## config.mk

```make
export PLATFORM = sky130hd
export DESIGN_NAME = button_calibration_digit_editor
export DESIGN_NICKNAME = d
export VERILOG_FILES = /design/src/bcde_pkg.sv /design/src/button_calibration_digit_editor.sv /design/src/bcde_debounce.sv
export SDC_FILE = /design/constraint.sdc
export NUM_CORES = 1
export LEC_CHECK = 0
export BUFFER_PORTS_ARGS = -buffer_cell sky130_fd_sc_hd__buf_4
export CAP_MARGIN = 30
export CORE_MARGIN = 2
export CORE_UTILIZATION = 40
export CTS_CLUSTER_DIAMETER = 100
export CTS_CLUSTER_SIZE = 8
export DETAILED_ROUTE_END_ITERATION = 8
export GPL_TIMING_DRIVEN = 1
export SLEW_MARGIN = 20
export SYNTH_ARGS = -nofsm -noshare
export SYNTH_HDL_FRONTEND = slang
export SYNTH_SLANG_ARGS = --single-unit
export TNS_END_PERCENT = 5
```

## constraint.sdc

```tcl
create_clock -name i_clk -period 16.3 [get_ports i_clk]
set_input_delay 1.63 -clock i_clk [delete_from_list [all_inputs] [get_ports i_clk]]
set_output_delay 1.63 -clock i_clk [all_outputs]
set_load 0.05 [all_outputs]
```

## src/bcde_pkg.sv

```systemverilog
// Shared types, register indexes, reset values and the BCD digit roll
// for the button calibration digit editor. No dependencies.
package bcde_pkg;

    localparam int DIGITS_DEF = 8;
    // Digit selector width covers the full parameter range of up to 16 digits.
    localparam int SEL_W = 4;
    localparam logic [4:0] CNT_MAX = 5'd31;

    localparam logic [9:0]  DEBOUNCE_MS_RST      = 10'd50;
    localparam logic [3:0]  DEBOUNCE_SAMPLES_RST = 4'd3;
    localparam logic [15:0] ENTER_HOLD_MS_RST    = 16'd2000;
    localparam logic [15:0] SAVE_HOLD_MS_RST     = 16'd2000;
    localparam logic [31:0] LOADED_FACTOR_RST    = 32'h0228_0000;

    typedef enum logic [1:0] {
        BUZZ_NONE  = 2'd0,
        BUZZ_SHORT = 2'd1,
        BUZZ_LONG  = 2'd2
    } t_buzz;

    typedef enum logic [2:0] {
        CFG_DEBOUNCE_MS      = 3'd0,
        CFG_DEBOUNCE_SAMPLES = 3'd1,
        CFG_ENTER_HOLD_MS    = 3'd2,
        CFG_SAVE_HOLD_MS     = 3'd3,
        CFG_LOADED_FACTOR    = 3'd4
    } t_cfg_idx;

    // Roll one BCD digit up or down; digits 10..15 count as 9.
    // Digits at position 8 and above have no nibble and are left alone.
    function automatic logic [31:0] roll_digit(input logic [31:0] bcd,
                                               input logic [SEL_W-1:0] sel,
                                               input logic up);
        logic [4:0]  sh;
        logic [3:0]  nib;
        logic [31:0] res;
        sh  = {sel[2:0], 2'b00};
        nib = 4'((bcd >> sh) & 32'hF);
        if (nib > 4'd9) nib = 4'd9;
        if (up) nib = (nib == 4'd9) ? 4'd0 : nib + 4'd1;
        else    nib = (nib == 4'd0) ? 4'd9 : nib - 4'd1;
        res = (bcd & ~(32'hF << sh)) | ({28'd0, nib} << sh);
        if (sel >= SEL_W'(8)) res = bcd;
        return res;
    endfunction

endpackage

```

## src/button_calibration_digit_editor.sv

```systemverilog
// Top level of the button calibration digit editor: accepted levels, mode,
// digit editing, long-press handling and the result register.
// Uses bcde_pkg and bcde_debounce.
//
//  channel   direction  handshake                 word
//  input     in         i_valid / o_ready         now_ms + three raw levels
//  result    out        o_valid / i_ready         mode, digit, factors, buzz
//  config    in         i_cfg_valid / o_cfg_ready register index + data
//
// One sample is taken per cycle while o_ready is high; its result appears in
// the result register on the next cycle. Throughput is one word per clock,
// limited only by result back-pressure. Reset is synchronous; the register file
// returns to its defaults. A stalled result holds the input off only while
// the result register is full and not being drained. Config is always ready.
module button_calibration_digit_editor #(
    parameter int DIGITS = bcde_pkg::DIGITS_DEF
) (
    input  logic        i_clk,
    input  logic        i_rst_n,
    input  logic        i_valid,
    output logic        o_ready,
    input  logic [31:0] i_now_ms,
    input  logic        i_select_level,
    input  logic        i_up_level,
    input  logic        i_down_level,
    output logic        o_valid,
    input  logic        i_ready,
    output logic        o_calibrating,
    output logic [2:0]  o_digit_index,
    output logic [31:0] o_edit_factor,
    output logic [31:0] o_active_factor,
    output logic [1:0]  o_buzz_code,
    output logic        o_save_strobe,
    input  logic        i_cfg_valid,
    output logic        o_cfg_ready,
    input  logic [2:0]  i_cfg_index,
    input  logic [31:0] i_cfg_data
);
    import bcde_pkg::*;

    localparam logic [SEL_W:0] DIGITS_LIM = (SEL_W+1)'(DIGITS);

    // config registers
    logic [9:0]  r_debounce_ms;
    logic [3:0]  r_debounce_samples;
    logic [15:0] r_enter_hold_ms;
    logic [15:0] r_save_hold_ms;

    // editor state
    logic             r_mode;
    logic [SEL_W-1:0] r_sel;
    logic [31:0]      r_edit;
    logic [31:0]      r_active;
    logic             r_acc_sel;
    logic             r_acc_up;
    logic             r_acc_down;
    logic [31:0]      r_press_start;
    logic             r_hold_used;

    logic             n_mode;
    logic [SEL_W-1:0] n_sel;
    logic [31:0]      n_edit;
    logic [31:0]      n_active;
    logic             n_acc_sel;
    logic             n_acc_up;
    logic             n_acc_down;
    logic [31:0]      n_press_start;
    logic             n_hold_used;
    t_buzz            n_buzz;
    logic             n_strobe;

    // result register
    logic        r_out_valid;
    logic        r_o_mode;
    logic [2:0]  r_o_sel;
    logic [31:0] r_o_edit;
    logic [31:0] r_o_active;
    t_buzz       r_o_buzz;
    logic        r_o_strobe;

    logic        w_accept;
    logic        w_cfg_wr;
    logic        w_ok_sel;
    logic        w_ok_up;
    logic        w_ok_down;
    logic [31:0] w_held;

    assign o_ready     = !r_out_valid || i_ready;
    assign w_accept    = i_valid && o_ready;
    assign o_cfg_ready = 1'b1;
    assign w_cfg_wr    = i_cfg_valid;

    bcde_debounce u_db_sel (
        .i_clk(i_clk), .i_rst_n(i_rst_n), .i_en(w_accept), .i_now_ms(i_now_ms),
        .i_raw(i_select_level), .i_debounce_ms(r_debounce_ms),
        .i_debounce_samples(r_debounce_samples), .o_stable(w_ok_sel)
    );
    bcde_debounce u_db_up (
        .i_clk(i_clk), .i_rst_n(i_rst_n), .i_en(w_accept), .i_now_ms(i_now_ms),
        .i_raw(i_up_level), .i_debounce_ms(r_debounce_ms),
        .i_debounce_samples(r_debounce_samples), .o_stable(w_ok_up)
    );
    bcde_debounce u_db_down (
        .i_clk(i_clk), .i_rst_n(i_rst_n), .i_en(w_accept), .i_now_ms(i_now_ms),
        .i_raw(i_down_level), .i_debounce_ms(r_debounce_ms),
        .i_debounce_samples(r_debounce_samples), .o_stable(w_ok_down)
    );

    assign w_held = i_now_ms - r_press_start;

    always_comb begin
        n_mode        = r_mode;
        n_sel         = r_sel;
        n_edit        = r_edit;
        n_active      = r_active;
        n_acc_sel     = r_acc_sel;
        n_acc_up      = r_acc_up;
        n_acc_down    = r_acc_down;
        n_press_start = r_press_start;
        n_hold_used   = r_hold_used;
        n_buzz        = BUZZ_NONE;
        n_strobe      = 1'b0;

        // up before down, both before select
        if (w_ok_up && (i_up_level != r_acc_up)) begin
            n_acc_up = i_up_level;
            if (!i_up_level && r_mode) begin
                n_edit = roll_digit(n_edit, r_sel, 1'b1);
                n_buzz = BUZZ_SHORT;
            end
        end
        if (w_ok_down && (i_down_level != r_acc_down)) begin
            n_acc_down = i_down_level;
            if (!i_down_level && r_mode) begin
                n_edit = roll_digit(n_edit, r_sel, 1'b0);
                n_buzz = BUZZ_SHORT;
            end
        end

        if (w_ok_sel) begin
            if (i_select_level != r_acc_sel) begin
                n_acc_sel = i_select_level;
                if (!i_select_level) begin
                    n_press_start = i_now_ms;
                end else if (r_hold_used) begin
                    n_hold_used = 1'b0;
                end else begin
                    if (r_mode) begin
                        n_sel = (({1'b0, r_sel} + 1'b1) >= DIGITS_LIM) ?
                                '0 : r_sel + 1'b1;
                    end
                    n_buzz = BUZZ_SHORT;
                end
            end else if (!r_acc_sel && !r_hold_used) begin
                if (r_mode) begin
                    if (w_held > {16'd0, r_save_hold_ms}) begin
                        n_active    = n_edit;
                        n_mode      = 1'b0;
                        n_strobe    = 1'b1;
                        n_buzz      = BUZZ_LONG;
                        n_hold_used = 1'b1;
                    end
                end else if (w_held > {16'd0, r_enter_hold_ms}) begin
                    n_mode      = 1'b1;
                    n_sel       = '0;
                    n_edit      = r_active;
                    n_buzz      = BUZZ_LONG;
                    n_hold_used = 1'b1;
                end
            end
        end
    end

    // config registers
    always_ff @(posedge i_clk) begin
        if (!i_rst_n) begin
            r_debounce_ms      <= DEBOUNCE_MS_RST;
            r_debounce_samples <= DEBOUNCE_SAMPLES_RST;
            r_enter_hold_ms    <= ENTER_HOLD_MS_RST;
            r_save_hold_ms     <= SAVE_HOLD_MS_RST;
        end else if (w_cfg_wr) begin
            case (i_cfg_index)
                CFG_DEBOUNCE_MS:      r_debounce_ms      <= i_cfg_data[9:0];
                CFG_DEBOUNCE_SAMPLES: r_debounce_samples <= i_cfg_data[3:0];
                CFG_ENTER_HOLD_MS:    r_enter_hold_ms    <= i_cfg_data[15:0];
                CFG_SAVE_HOLD_MS:     r_save_hold_ms     <= i_cfg_data[15:0];
                default: ;
            endcase
        end
    end

    // editor state; a factor load from config overrides the edit path
    always_ff @(posedge i_clk) begin
        if (!i_rst_n) begin
            r_mode        <= 1'b0;
            r_sel         <= '0;
            r_edit        <= LOADED_FACTOR_RST;
            r_active      <= LOADED_FACTOR_RST;
            r_acc_sel     <= 1'b1;
            r_acc_up      <= 1'b1;
            r_acc_down    <= 1'b1;
            r_press_start <= '0;
            r_hold_used   <= 1'b0;
        end else if (w_cfg_wr && (i_cfg_index == CFG_LOADED_FACTOR)) begin
            r_edit   <= i_cfg_data;
            r_active <= i_cfg_data;
        end else if (w_accept) begin
            r_mode        <= n_mode;
            r_sel         <= n_sel;
            r_edit        <= n_edit;
            r_active      <= n_active;
            r_acc_sel     <= n_acc_sel;
            r_acc_up      <= n_acc_up;
            r_acc_down    <= n_acc_down;
            r_press_start <= n_press_start;
            r_hold_used   <= n_hold_used;
        end
    end

    always_ff @(posedge i_clk) begin
        if (!i_rst_n) begin
            r_out_valid <= 1'b0;
        end else if (w_accept) begin
            r_out_valid <= 1'b1;
        end else if (i_ready) begin
            r_out_valid <= 1'b0;
        end
    end

    always_ff @(posedge i_clk) begin
        if (w_accept) begin
            r_o_mode   <= n_mode;
            r_o_sel    <= n_sel[2:0];
            r_o_edit   <= n_edit;
            r_o_active <= n_active;
            r_o_buzz   <= n_buzz;
            r_o_strobe <= n_strobe;
        end
    end

    assign o_valid         = r_out_valid;
    assign o_calibrating   = r_o_mode;
    assign o_digit_index   = r_o_sel;
    assign o_edit_factor   = r_o_edit;
    assign o_active_factor = r_o_active;
    assign o_buzz_code     = r_o_buzz;
    assign o_save_strobe   = r_o_strobe;

    // a commit always leaves the mode with a long buzz
    a_strobe_exit: assert property (@(posedge i_clk) disable iff (!i_rst_n)
        (o_valid && o_save_strobe) |-> (!o_calibrating && o_buzz_code == BUZZ_LONG))
        else $error("save strobe without mode exit and long buzz");

    // a committed word carries equal edit and active factors
    a_strobe_copy: assert property (@(posedge i_clk) disable iff (!i_rst_n)
        (o_valid && o_save_strobe) |-> (o_active_factor == o_edit_factor))
        else $error("committed factor differs from edited factor");

    // a hold that takes effect is reported by a long buzz in the same word
    a_hold_buzz: assert property (@(posedge i_clk) disable iff (!i_rst_n)
        $rose(r_hold_used) |-> (o_valid && o_buzz_code == BUZZ_LONG))
        else $error("hold action without long buzz");

endmodule

```

## src/bcde_debounce.sv

```systemverilog
// Debounce tracker for one active-low button: candidate level, change time
// and saturating sample count. Uses bcde_pkg.
module bcde_debounce (
    input  logic        i_clk,
    input  logic        i_rst_n,
    input  logic        i_en,
    input  logic [31:0] i_now_ms,
    input  logic        i_raw,
    input  logic [9:0]  i_debounce_ms,
    input  logic [3:0]  i_debounce_samples,
    output logic        o_stable
);
    import bcde_pkg::*;

    logic        r_cand;
    logic [31:0] r_change_time;
    logic [4:0]  r_count;
    logic [31:0] n_change_time;
    logic [4:0]  n_count;
    logic [4:0]  w_count;
    logic        w_diff;
    logic [31:0] w_age;

    always_comb begin
        w_diff        = (i_raw != r_cand);
        n_change_time = w_diff ? i_now_ms : r_change_time;
        w_count       = w_diff ? 5'd0 : r_count;
        n_count       = (w_count < CNT_MAX) ? w_count + 5'd1 : w_count;
        w_age         = i_now_ms - n_change_time;
        o_stable      = (w_age > {22'd0, i_debounce_ms}) &&
                        (n_count > {1'b0, i_debounce_samples});
    end

    always_ff @(posedge i_clk) begin
        if (!i_rst_n) begin
            r_cand        <= 1'b1;
            r_change_time <= '0;
            r_count       <= '0;
        end else if (i_en) begin
            r_cand        <= i_raw;
            r_change_time <= n_change_time;
            r_count       <= n_count;
        end
    end

endmodule
```

Word-level counts from Yosys, hierarchy flattened
Index checks and enable logic that the tools add are counted.
{ "classes": {"addsub": 11, "order_cmp": 15, "eq_ne": 16, "shifts": 5, "muxes": 77, "bitwise_logic": 10, "n_reduce_logical": 35} }
{ "op_table": {"columns": ["operator", "count"], "rows": [
  ["two-way mux 32 bit", 23],
  ["subtractor 32 bit", 4],
  ["greater-than comparator 32 x 10 -> 1 bit", 3],
  ["two-way mux 4 bit", 20],
  ["bitwise AND 32 bit", 2],
  ["greater-than comparator 32 x 16 -> 1 bit", 2],
  ["OR 32 bit", 2],
  ["<< shifter 4 x 5 -> 32 bit", 2],
  ["right shift 32 x 5 -> 4 bit", 2],
  ["inverter 32 bit", 1],
  ["<< shifter 4 x 5 -> 32 bit (first input constant)", 1],
  ["two-way mux 5 bit", 6],
  ["two-way mux 2 bit", 10],
  ["two-way mux 1 bit", 17],
  ["adder 5 x 1 -> 5 bit (second input constant)", 3],
  ["greater-than comparator 5 x 4 -> 1 bit", 3],
  ["< comparator 5 bit (second input constant)", 3],
  ["logical AND 1 bit", 10],
  ["AND reduction 2 bit", 5],
  ["AND reduction 9 bit", 1],
  ["adder 4 x 1 -> 4 bit (second input constant)", 2],
  ["greater-than comparator 4 bit (second input constant)", 2],
  ["nonzero test 2 bit", 4],
  ["AND reduction 7 bit", 1],
  ["23 further kinds", 40]
]} }
{ "totals": {"regBits": 337, "inputBits": 75, "out_inout_bits": 74, "word_cells": 199} }

Longest topological paths before layout
Gate-level depths: netlist of run 1.
{ "logic_depth": {"word_depth": 38, "depth_mapped": 42} }

By module
From an unflattened synthesis of run 1, not the netlist that was laid out.
{ "unflattened": {"hier_cells": 3389, "hier_area_um2": 27152.3} }
{ "by_module_without_submodules": {"columns": ["mod", "instances", "cells_each", "area_each_um2", "seq_area_each_um2"], "rows": [
  ["button_calibration_digit_editor", 1, 1620, 14034.7, 5175.0],
  ["bcde_debounce (u_db_down ...)", 2, 579, 4306.6, 760.7],
  ["bcde_debounce (u_db_sel)", 1, 611, 4504.3, 760.7]
]} }

Worst setup path after synthesis of run 1
OpenSTA, ideal clock, no wires.
{ "synth_path": {"path_kind": "input -> register", "startpoint": "in i_up_level", "endpoint": "reg r_edit[15]", "setup_time_ps": 119, "arrival_ps": 8566, "required_time_ps": 16181, "setup_slack_ps": 7615, "stages": 33, "path_buffers": 8, "cell_sequence": "buf_2 > xor2_1 > buf_2 > buf_2 > buf_1 > buf_1 > mux2i_1 > ha_1 > clkbuf_1 > nand4_1 > or3_1 > or3_1 > o21ai_1 > mux2i_1 > a211oi_1 > and4_1 > a31oi_1 > buf_6 > and3_1 > a2111oi_2 > nor4_1 > nand3_1 > a21o_1 > buf_2 > nand2_1 > inv_1 > ha_1 > inv_1 > a21oi_2 > a311oi_4 > o41ai_2 > mux2_4 > o221a_1"} }
{ "synth_between": {"elab_chain_len": 29, "elab_cells_between_ends": 39} }
{ "synth_lines": {"columns": ["element", "line_no", "rtl"], "rows": [
  ["start: declaration", "button_calibration_digit_editor.sv:24", "input logic i_up_level,"],
  ["branches (longest 7 deep; another with subtractor 32 bit)", null, null],
  ["two-way mux 32 bit (*)", "button_calibration_digit_editor.sv:125", "if (w_ok_up && (i_up_level != r_acc_up)) begin"],
  ["right shift 32 x 5 -> 4 bit", "bcde_pkg.sv:39", "nib = 4'((bcd >> sh) & 32'hF);"],
  ["greater-than comparator 4 bit", "bcde_pkg.sv:40", "if (nib > 4'd9) nib = 4'd9;"],
  ["two-way mux 4 bit", "bcde_pkg.sv:40", null],
  ["two-way mux 4 bit", "button_calibration_digit_editor.sv:134", "if (!i_down_level && r_mode) begin"],
  ["two-way mux 4 bit", "button_calibration_digit_editor.sv:132", "if (w_ok_down && (i_down_level != r_acc_down)) begin"],
  ["subtractor 4 x 1 -> 4 bit or zero test 4 bit (tied branches)", "bcde_pkg.sv:42", "else nib = (nib == 4'd0) ? 4'd9 : nib - 4'd1;"],
  ["[8 not listed]", null, null],
  ["two-way mux 32 bit", "button_calibration_digit_editor.sv:163", "end else if (w_held > {16'd0, r_enter_hold_ms}) begin"],
  ["two-way mux 32 bit", "button_calibration_digit_editor.sv:155", "if (r_mode) begin"],
  ["two-way mux 32 bit", "button_calibration_digit_editor.sv:154", "end else if (!r_acc_sel && !r_hold_used) begin"],
  ["two-way mux 32 bit", "button_calibration_digit_editor.sv:141", "if (i_select_level != r_acc_sel) begin"],
  ["two-way mux 32 bit (*)", "button_calibration_digit_editor.sv:140", "if (w_ok_sel) begin"],
  ["named net n_edit[15]", "button_calibration_digit_editor.sv:62", "logic [31:0] n_edit;"],
  ["two-way mux 32 bit (*)", "button_calibration_digit_editor.sv:207", "end else if (w_accept) begin"],
  ["two-way mux 32 bit (*)", "button_calibration_digit_editor.sv:204", "end else if (w_cfg_wr && (i_cfg_index == CFG_LOADED_FACTOR)) begin"],
  ["end signal: assignment", "button_calibration_digit_editor.sv:205", "r_edit <= i_cfg_data;"],
  ["end signal: assignment", "button_calibration_digit_editor.sv:210", "r_edit <= n_edit;"],
  ["end: declaration", "button_calibration_digit_editor.sv:52", "logic [31:0] r_edit;"]
]} }
Mark *: on every way through the listed nets, which the timed path passes. The select of a mux whose other input is x is not followed.
A chain may end at the register's enable or synchronous reset.

Worst setup path in the final report of run 1
{ "layout_path": {"startpoint": "in i_up_level", "endpoint": "reg r_o_active[4], in the netlist o_active_factor[4], data pin"} }
{ "layout_between": {"elab_cells_between_ends": 37} }
{ "layout_rtl": {"columns": ["element", "line_no", "rtl"], "rows": [
  ["inequality test 1 bit (*)", "bcde_debounce.sv:25", "w_diff = (i_raw != r_cand);"],
  ["two-way mux 32 bit (*)", "bcde_debounce.sv:26", "n_change_time = w_diff ? i_now_ms : r_change_time;"],
  ["named net u_db_up.n_change_time[0]", "bcde_debounce.sv:18", "logic [31:0] n_change_time;"],
  ["subtractor 32 bit (*)", "bcde_debounce.sv:29", "w_age = i_now_ms - n_change_time;"],
  ["greater-than comparator 32 x 10 -> 1 bit (*)", "bcde_debounce.sv:30", "o_stable = (w_age > {22'd0, i_debounce_ms}) &&"],
  ["logical AND 1 bit (*)", "bcde_debounce.sv:30", null],
  ["logical AND 1 bit (*)", "button_calibration_digit_editor.sv:125", null],
  ["two-way mux 32 bit (*)", "button_calibration_digit_editor.sv:125", null],
  ["[12 not listed]", null, null],
  ["two-way mux 32 bit", "button_calibration_digit_editor.sv:134", null],
  ["two-way mux 32 bit (*)", "button_calibration_digit_editor.sv:132", null],
  ["two-way mux 32 bit (*)", "button_calibration_digit_editor.sv:156", "if (w_held > {16'd0, r_save_hold_ms}) begin"],
  ["two-way mux 32 bit (*)", "button_calibration_digit_editor.sv:155", null],
  ["two-way mux 32 bit (*)", "button_calibration_digit_editor.sv:154", null],
  ["two-way mux 32 bit (*)", "button_calibration_digit_editor.sv:141", null],
  ["two-way mux 32 bit (*)", "button_calibration_digit_editor.sv:140", null],
  ["named net n_active[4]", "button_calibration_digit_editor.sv:63", "logic [31:0] n_active;"],
  ["end signal: assignment", "button_calibration_digit_editor.sv:235", "r_o_active <= n_active;"],
  ["end: declaration", "button_calibration_digit_editor.sv:77", "logic [31:0] r_o_active;"]
]} }
Mark *: on every way through the listed nets, which the timed path passes. The rest lies on a longest branch. The select of a mux whose other input is x is not followed.

==> results of run 1 <==
-- area by class of cell --
| class | count | area (um2) |
|---|---|---|
| Fill cell | 6335 | 34300 |
| Multi-Input combinational cell | 2570 | 16800 |
| Sequential cell | 337 | 7460 |
| Timing Repair Buffer | 184 | 1390 |
| Clock buffer | 68 | 1310 |
| Tap cell | 846 | 1060 |
| Inverter | 164 | 626 |
| Clock inverter | 5 | 119 |
-- cells in the final DEF, fill, tap and decap left out, types with 10 or more instances in the layout --
cell type	netlist	routed
nand2_1	413	412
a21oi_1	362	362
nor2_1	313	309
dfxtp_1	266	266
ha_1	201	201
buf_4	1	181
inv_1	160	159
o21ai_0	159	159
mux2i_1	129	129
a21o_1	74	74
edfxtp_1	71	71
a211oi_1	66	66
xnor2_1	55	54
nand3_1	53	52
nor3_1	53	52
clkbuf_16	0	49
nor2b_1	47	47
a31oi_1	40	40
nand4_1	39	39
o211ai_1	39	39
nand2b_1	32	32
and3_1	31	31
o21a_1	28	28
and2_1	24	24
xor2_1	25	23
mux2_2	21	21
or3_1	20	20
o21bai_1	20	20
o22ai_1	18	18
a22oi_1	18	18
clkbuf_1	144	18
a211o_1	16	16
o221ai_1	13	13
a221oi_1	12	12
and4_1	11	11
nor4_1	11	11
o31ai_1	11	11
o2111ai_1	11	11
nor3b_1	10	10
-- worst min-delay path, stage by stage, from the launching register on --
cell,delay [ps]
dfxtp_1,300
nand2_1,50
a21oi_1,50
-- logic make-up (layout without fill, tap and decap cells) --
family          count (synthesis)  after routing
xor+xnor                       81             81
mux                           160            160
buf+inv                       341            421
simple gates                 1102           1102
compound gates               1021           1021
flops                         337            337
other cells                     1              1
fa+ha+maj                     205            205
-- power breakdown --
part           internal, mW  leakage [nW]  switching [mW]
sequential            0.897          2.87          0.0317
clock                 0.571         0.683           0.409
combinational         0.319          7.93           0.535
total                  1.79          11.5           0.976
-- worst paths after layout --
path | from | to | slack (ps) | cells after the start
max reg2reg | u_db_up.r_cand | o_active_factor[4] | 7500 | 35
max | i_up_level | o_active_factor[4] | 6860 | 36
min | u_db_sel.r_change_time[17] | u_db_sel.r_change_time[17] | 450 | 2
min reg2reg | u_db_sel.r_change_time[17] | u_db_sel.r_change_time[17] | 450 | 2
-- state kept, by name, summed over array words and instances, names as in the netlist, 5 cells and up --
name / cells
o_active_factor: 32
o_edit_factor: 32
r_active: 32
r_debounce_ms: 10
r_edit: 32
r_enter_hold_ms: 16
r_press_start: 32
r_save_hold_ms: 16
u_db_down.r_change_time: 32
u_db_down.r_count: 5
u_db_sel.r_change_time: 32
u_db_sel.r_count: 5
u_db_up.r_change_time: 32
u_db_up.r_count: 5
-- metrics by stage --
stage | cell area (um2) | instances | power, mW | hold WS [ps] | util
2_1_floorplan | 25500 | 3248 | 1.55 | 436 | -
3_3_place_gp | 27300 | 4098 | 1.78 | 441 | 0.433
3_5_place_dp | 27400 | 4100 | 1.78 | 446 | 0.434
4_1_cts | 28800 | 4173 | 2.77 | 453 | 0.456
5_1_grt | 28800 | 4174 | 2.90 | 472 | 0.456
6_report | 28800 | 4174 | 2.76 | 451 | 0.456
-- routing by layer --
layer,track usage,vias to the layer above
met5,0,-
met4,0.0883,2
met3,0.0361,185
met2,0.429,875
met1,0.345,11789
li1,-,11921
==> summary.md, run 1 <==
| Metric | Value |
|---|---|
| Worst Slack Setup Final | 6860 ps |
| CTS sink count | 337 |
| Seq cells post-synth | 337 |
| # IOs | 149 |
| CTS tree | yes |
| Met3 wire length | 5170 um |
| TNS Setup | 0 ps |
| CTS resizes | 0 |
| Post-CTS setup buffer count | 0 |
| Mapped Cells | 3248 |
| Setup WS pre-CTS | 6450 ps |
| Row count | 92 |
| Simple-gate share of the synthesized area | 0.198 |
| # nets final | 3585 |
| Syn nets | 3527 |
| Critical-path top delay cell | and2_1 |
| Multiplexer share of the synthesized area | 0.0680 |
| Area Overhead vs Synth | 12.8% |
| Sequential area share after synthesis | 0.292 |
| Post-synth EDFFs | 71 |
| Die Y-Extent | 257 um |
| DRC violations left | 0 |
| MaxCap Viol Count | 0 |
| DPL Wire Length | 65300 um |
| Syn_area_per_cell | 7.86 um2 |
| Largest family of logic cells by synthesized area | compound AO/OA/AOI/OAI gates |
| Worst Path Arrival | 9910 ps |
| Total number of vias | 24772 |
| Total Wirelength | 88300 um |
| Maximum vdd ir drop | 0.0786 mV |
| Die span in x | 257 um |
| Clk buf depth | 3 |
| Yosys top cell by area | dfxtp_1 |
| CP Buf/Inv Count | 5 |
| Status | finished clean |
| XOR/XNOR Fraction of Synth Area | 0.0281 |
| Met2 WL | 40900 um |
| Initial antenna violation count | 1 |
| Dominant cells by area after synthesis | dfxtp_1, ha_1, edfxtp_1, a21oi_1, nand2_1 |
| Setup CP Type | in2reg |
| Global route overflow | 0 |
| Skew final | 40.9 ps |
| GPL Wtd Cong | 1.01 |
| Final hold violation count | 0 |
| Initial Util | 0.405 |
| Min-Delay Path Class | reg2reg |
| Antenna Cells | 0 |
| Period minus WS final | 9440 ps |
| Power per cell area | 96.0 nW/um2 |
| Final Setup Violations | 0 |
| IO Port Bufs | 147 |
| Count leader, synth | nand2_1 |
| Ratio of cells with drive above 1 in the final layout | 0.101 |
| Remaining antenna violation count | 0 |
| Met1 wire length | 38900 um |
| Crit path top cell by count | ha_1 |
| CP Max Fanout | 34 |
| Crit share post-route | 0.579 |
| Main synth FF type | dfxtp_1 |
| Largest net degree at the start of global routing | 85 |
| Pleak | 11.5 nW |
| Top cell types by occurrence after synthesis | nand2_1, a21oi_1, nor2_1 |
| Worst Max-Slew Pin Slew | 1020 ps |
| Uppermost layer routed | met5 |
| Cts bufs inserted | 49 |
| Vias in the first global route | 22800 |
| Area of the mapped netlist | 25500 um2 |
| Ys Warns | 0 |
| First-pass GRT wire length | 137000 um |
| Share of the synthesized area in the top cell type | 0.209 |
| Fmax | 106 MHz |
| RSZ-0062 raised after global routing | no |
| H-tree levels | 2 |
| Count of different cell masters after synthesis | 107 |
| Critical path endpoint category | register |
| Iteration-0 DRC Markers | 2175 |
| Largest delay share family, worst path | compound AO/OA/AOI/OAI gates |
| Critical path launch point type | input port |
| Total track usage | 0.259 |
| First-pass DRT Iterations | 6 |
| Clock transition at path regs | 50 ps |
| DR WL/cell | 21.2 um |
| Async SR Flop Fraction | 0 |
| CP Data Required Time | 16780 ps |
| Slew HR | 0.312 |
| Critical path's largest stage delay | 530 ps |
| Adder-cell share of the synthesized area | 0.101 |
| Clk_lat worst skew | 630 ps |
| Vias/cell | 5.93 |
| Die area | 65800 um2 |
| Area of the core | 63100 um2 |
| Compound-Gate Fraction of Synth Area | 0.260 |
| Hold_buf cts | 0 |
| CTS root buf | clkbuf_16 |
| Slew Viols, Final | 0 |
Power figures use the tool's default switching activity.
==> inputs of run 2 (changes only) <==
==> constraint.sdc (replaced) <==
create_clock -name i_clk -period 8.9 [get_ports i_clk]
set_input_delay 0.89 -clock i_clk [delete_from_list [all_inputs] [get_ports i_clk]]
set_output_delay 0.89 -clock i_clk [all_outputs]
set_load 0.05 [all_outputs]
==> run 2 against run 1 <==
Cell count up 0.50%. Die area unchanged. Clock-buffer cell count increased by 3. Combinational power grew 84%. Via count down 0.21%. First-iteration DRC count fell by 3.4%. Worst hold slack about the same. Clock skew rose by 13 ps. Highest routed layer unchanged.
==> summary.md, run 2 (synthesis results as in run 1) <==
| Metric | Value |
|---|---|
| Largest net degree at the start of global routing | 116 |
| Row count | 92 |
| Crit share post-route | 0.895 |
| Critical path launch point type | register |
| Critical-path top delay cell | dfxtp_1 |
| Skew final | 53.6 ps |
| CTS root buf | clkbuf_16 |
| Slew HR | 0.357 |
| Critical path endpoint category | register |
| Uppermost layer routed | met5 |
| Most common cell after layout, fill and taps aside | nand2_1 |
| Total power | 5.08 mW |
| Total Wirelength | 90300 um |
| Final hold violation count | 0 |
| Setup CP Type | reg2reg |
| Period minus WS final | 7970 ps |
| Initial Util | 0.405 |
| Status | finished clean |
| Post-CTS setup buffer count | 0 |
| Power per cell area | 175 nW/um2 |
| Total number of vias | 24719 |
| Iteration-0 DRC Markers | 2100 |
| Remaining antenna violation count | 0 |
| Hold_buf cts | 0 |
| Clk_lat worst skew | 640 ps |
| DR WL/cell | 21.5 um |
| Total track usage | 0.265 |
| Cts bufs inserted | 49 |
| Commonest cells after routing, fill and taps aside | nand2_1, a21oi_1, nor2_1 |
| Worst Reg-to-Reg Cells | 32 |
| Worst Max-Slew Pin Slew | 964 ps |
| Multi-input logic area | 16800 um2 |
| CTS sink count | 337 |
| # IOs | 149 |
| Initial antenna violation count | 3 |
| Area Overhead vs Synth | 13.4% |
| Vias/cell | 5.89 |
| Seq. cell area | 7460 um2 |
| H-tree levels | 2 |
| IO Port Bufs | 147 |
| RSZ-0062 raised after global routing | no |
| First-pass DRT Iterations | 7 |
| Crit. Startpoint | u_db_up.r_cand |
| Die area | 65800 um2 |
| Ratio of cells with drive above 1 in the final layout | 0.106 |
| Min-Delay Path Class | reg2reg |
| Clk buf depth | 3 |
| CP Max Fanout | 28 |
| Largest delay share family, worst path | compound AO/OA/AOI/OAI gates |
| Die span in x | 257 um |
| TNS Setup | 0 ps |
| Vias in the first global route | 22867 |
| Die Y-Extent | 257 um |
| Critical path's largest stage delay | 550 ps |
| WHS Path Cells | 2 |
| Fill cells | 6395 |
| HP Start | u_db_up.r_change_time[28] |
| First-pass GRT wire length | 138000 um |
| Met3 wire length | 4950 um |
| Final Setup Violations | 0 |
| Global route overflow | 0 |
| Area of the core | 63100 um2 |
| DRC violations left | 0 |
| CP Data Required Time | 9390 ps |
| CTS tree | yes |
| DPL Wire Length | 66800 um |
| Clock transition at path regs | 50 ps |
| MaxCap Viol Count | 0 |
| Worst flop-to-flop path startpoint | u_db_up.r_cand |
| CTS resizes | 0 |
| Pleak | 11.6 nW |
| CP Buf/Inv Count | 3 |
| Worst Path Arrival | 8460 ps |
| Critical path depth in cells | 32 |
| Met1 wire length | 39700 um |
| Fmax | 125 MHz |
| GPL Wtd Cong | 0.993 |
| # nets final | 3601 |
| Maximum vdd ir drop | 0.144 mV |
| Met2 WL | 41900 um |
| Slew Viols, Final | 0 |
[run 2: cell count changes in the layout (fill, tap and decap cells not counted), sizes merged]
| cell | delta |
|---|---|
| clkbuf | +2 |
| buf | +17 |
| bufinv | -1 |
| diode | +1 |
| inv | +1 |
| clkinv | +1 |
[run 2: worst min-delay path, stage by stage (launching register included)]
cell and delay, ps:
dfxtp_1 300, nand2_1 50, a21oi_1 50
[run 2: routing by layer]
metal / up-vias / GRT usage
met5: - / 0
met4: 6 / 0.107
met3: 187 / 0.0375
met2: 828 / 0.439
met1: 11742 / 0.348
li1: 11956 / -
[run 2: cell type report]
cell class                      count  share of cell area
Timing Repair Buffer              200              0.0529
Antenna cell                        1           0.0000865
Inverter                          164              0.0216
Multi-Input combinational cell   2570               0.582
Tap cell                          846              0.0366
Sequential cell                   337               0.258
Clock inverter                      6             0.00333
Clock buffer                       71              0.0459
[run 2: report_power, final]
part	total [mW]	leakage, nW	switching (mW)	internal [mW]
sequential	1.70	2.87	0.0592	1.64
clock	1.80	0.687	0.772	1.03
combinational	1.57	8.02	0.981	0.589
[run 2: metrics by stage]
step                      hold slack (ps)  utilization  instances  instance area [um2]  setup slack, ps
after floorplan                       436            -       3248                25500              955
after global placement                441        0.435       4114                27500              468
after detailed placement              446        0.436       4116                27500              471
after CTS                             453        0.458       4193                28900              998
after global routing                  464        0.459       4194                28900              237
final                                 451        0.459       4195                28900              931
[run 2: path summary, 6_finish.rpt]
path / endpoint / slack (ps)
setup / recovery: o_edit_factor[4] / 930
hold / removal: u_db_up.r_change_time[28] / 450
setup reg to reg: o_edit_factor[4] / 930
hold reg to reg: u_db_up.r_change_time[28] / 450
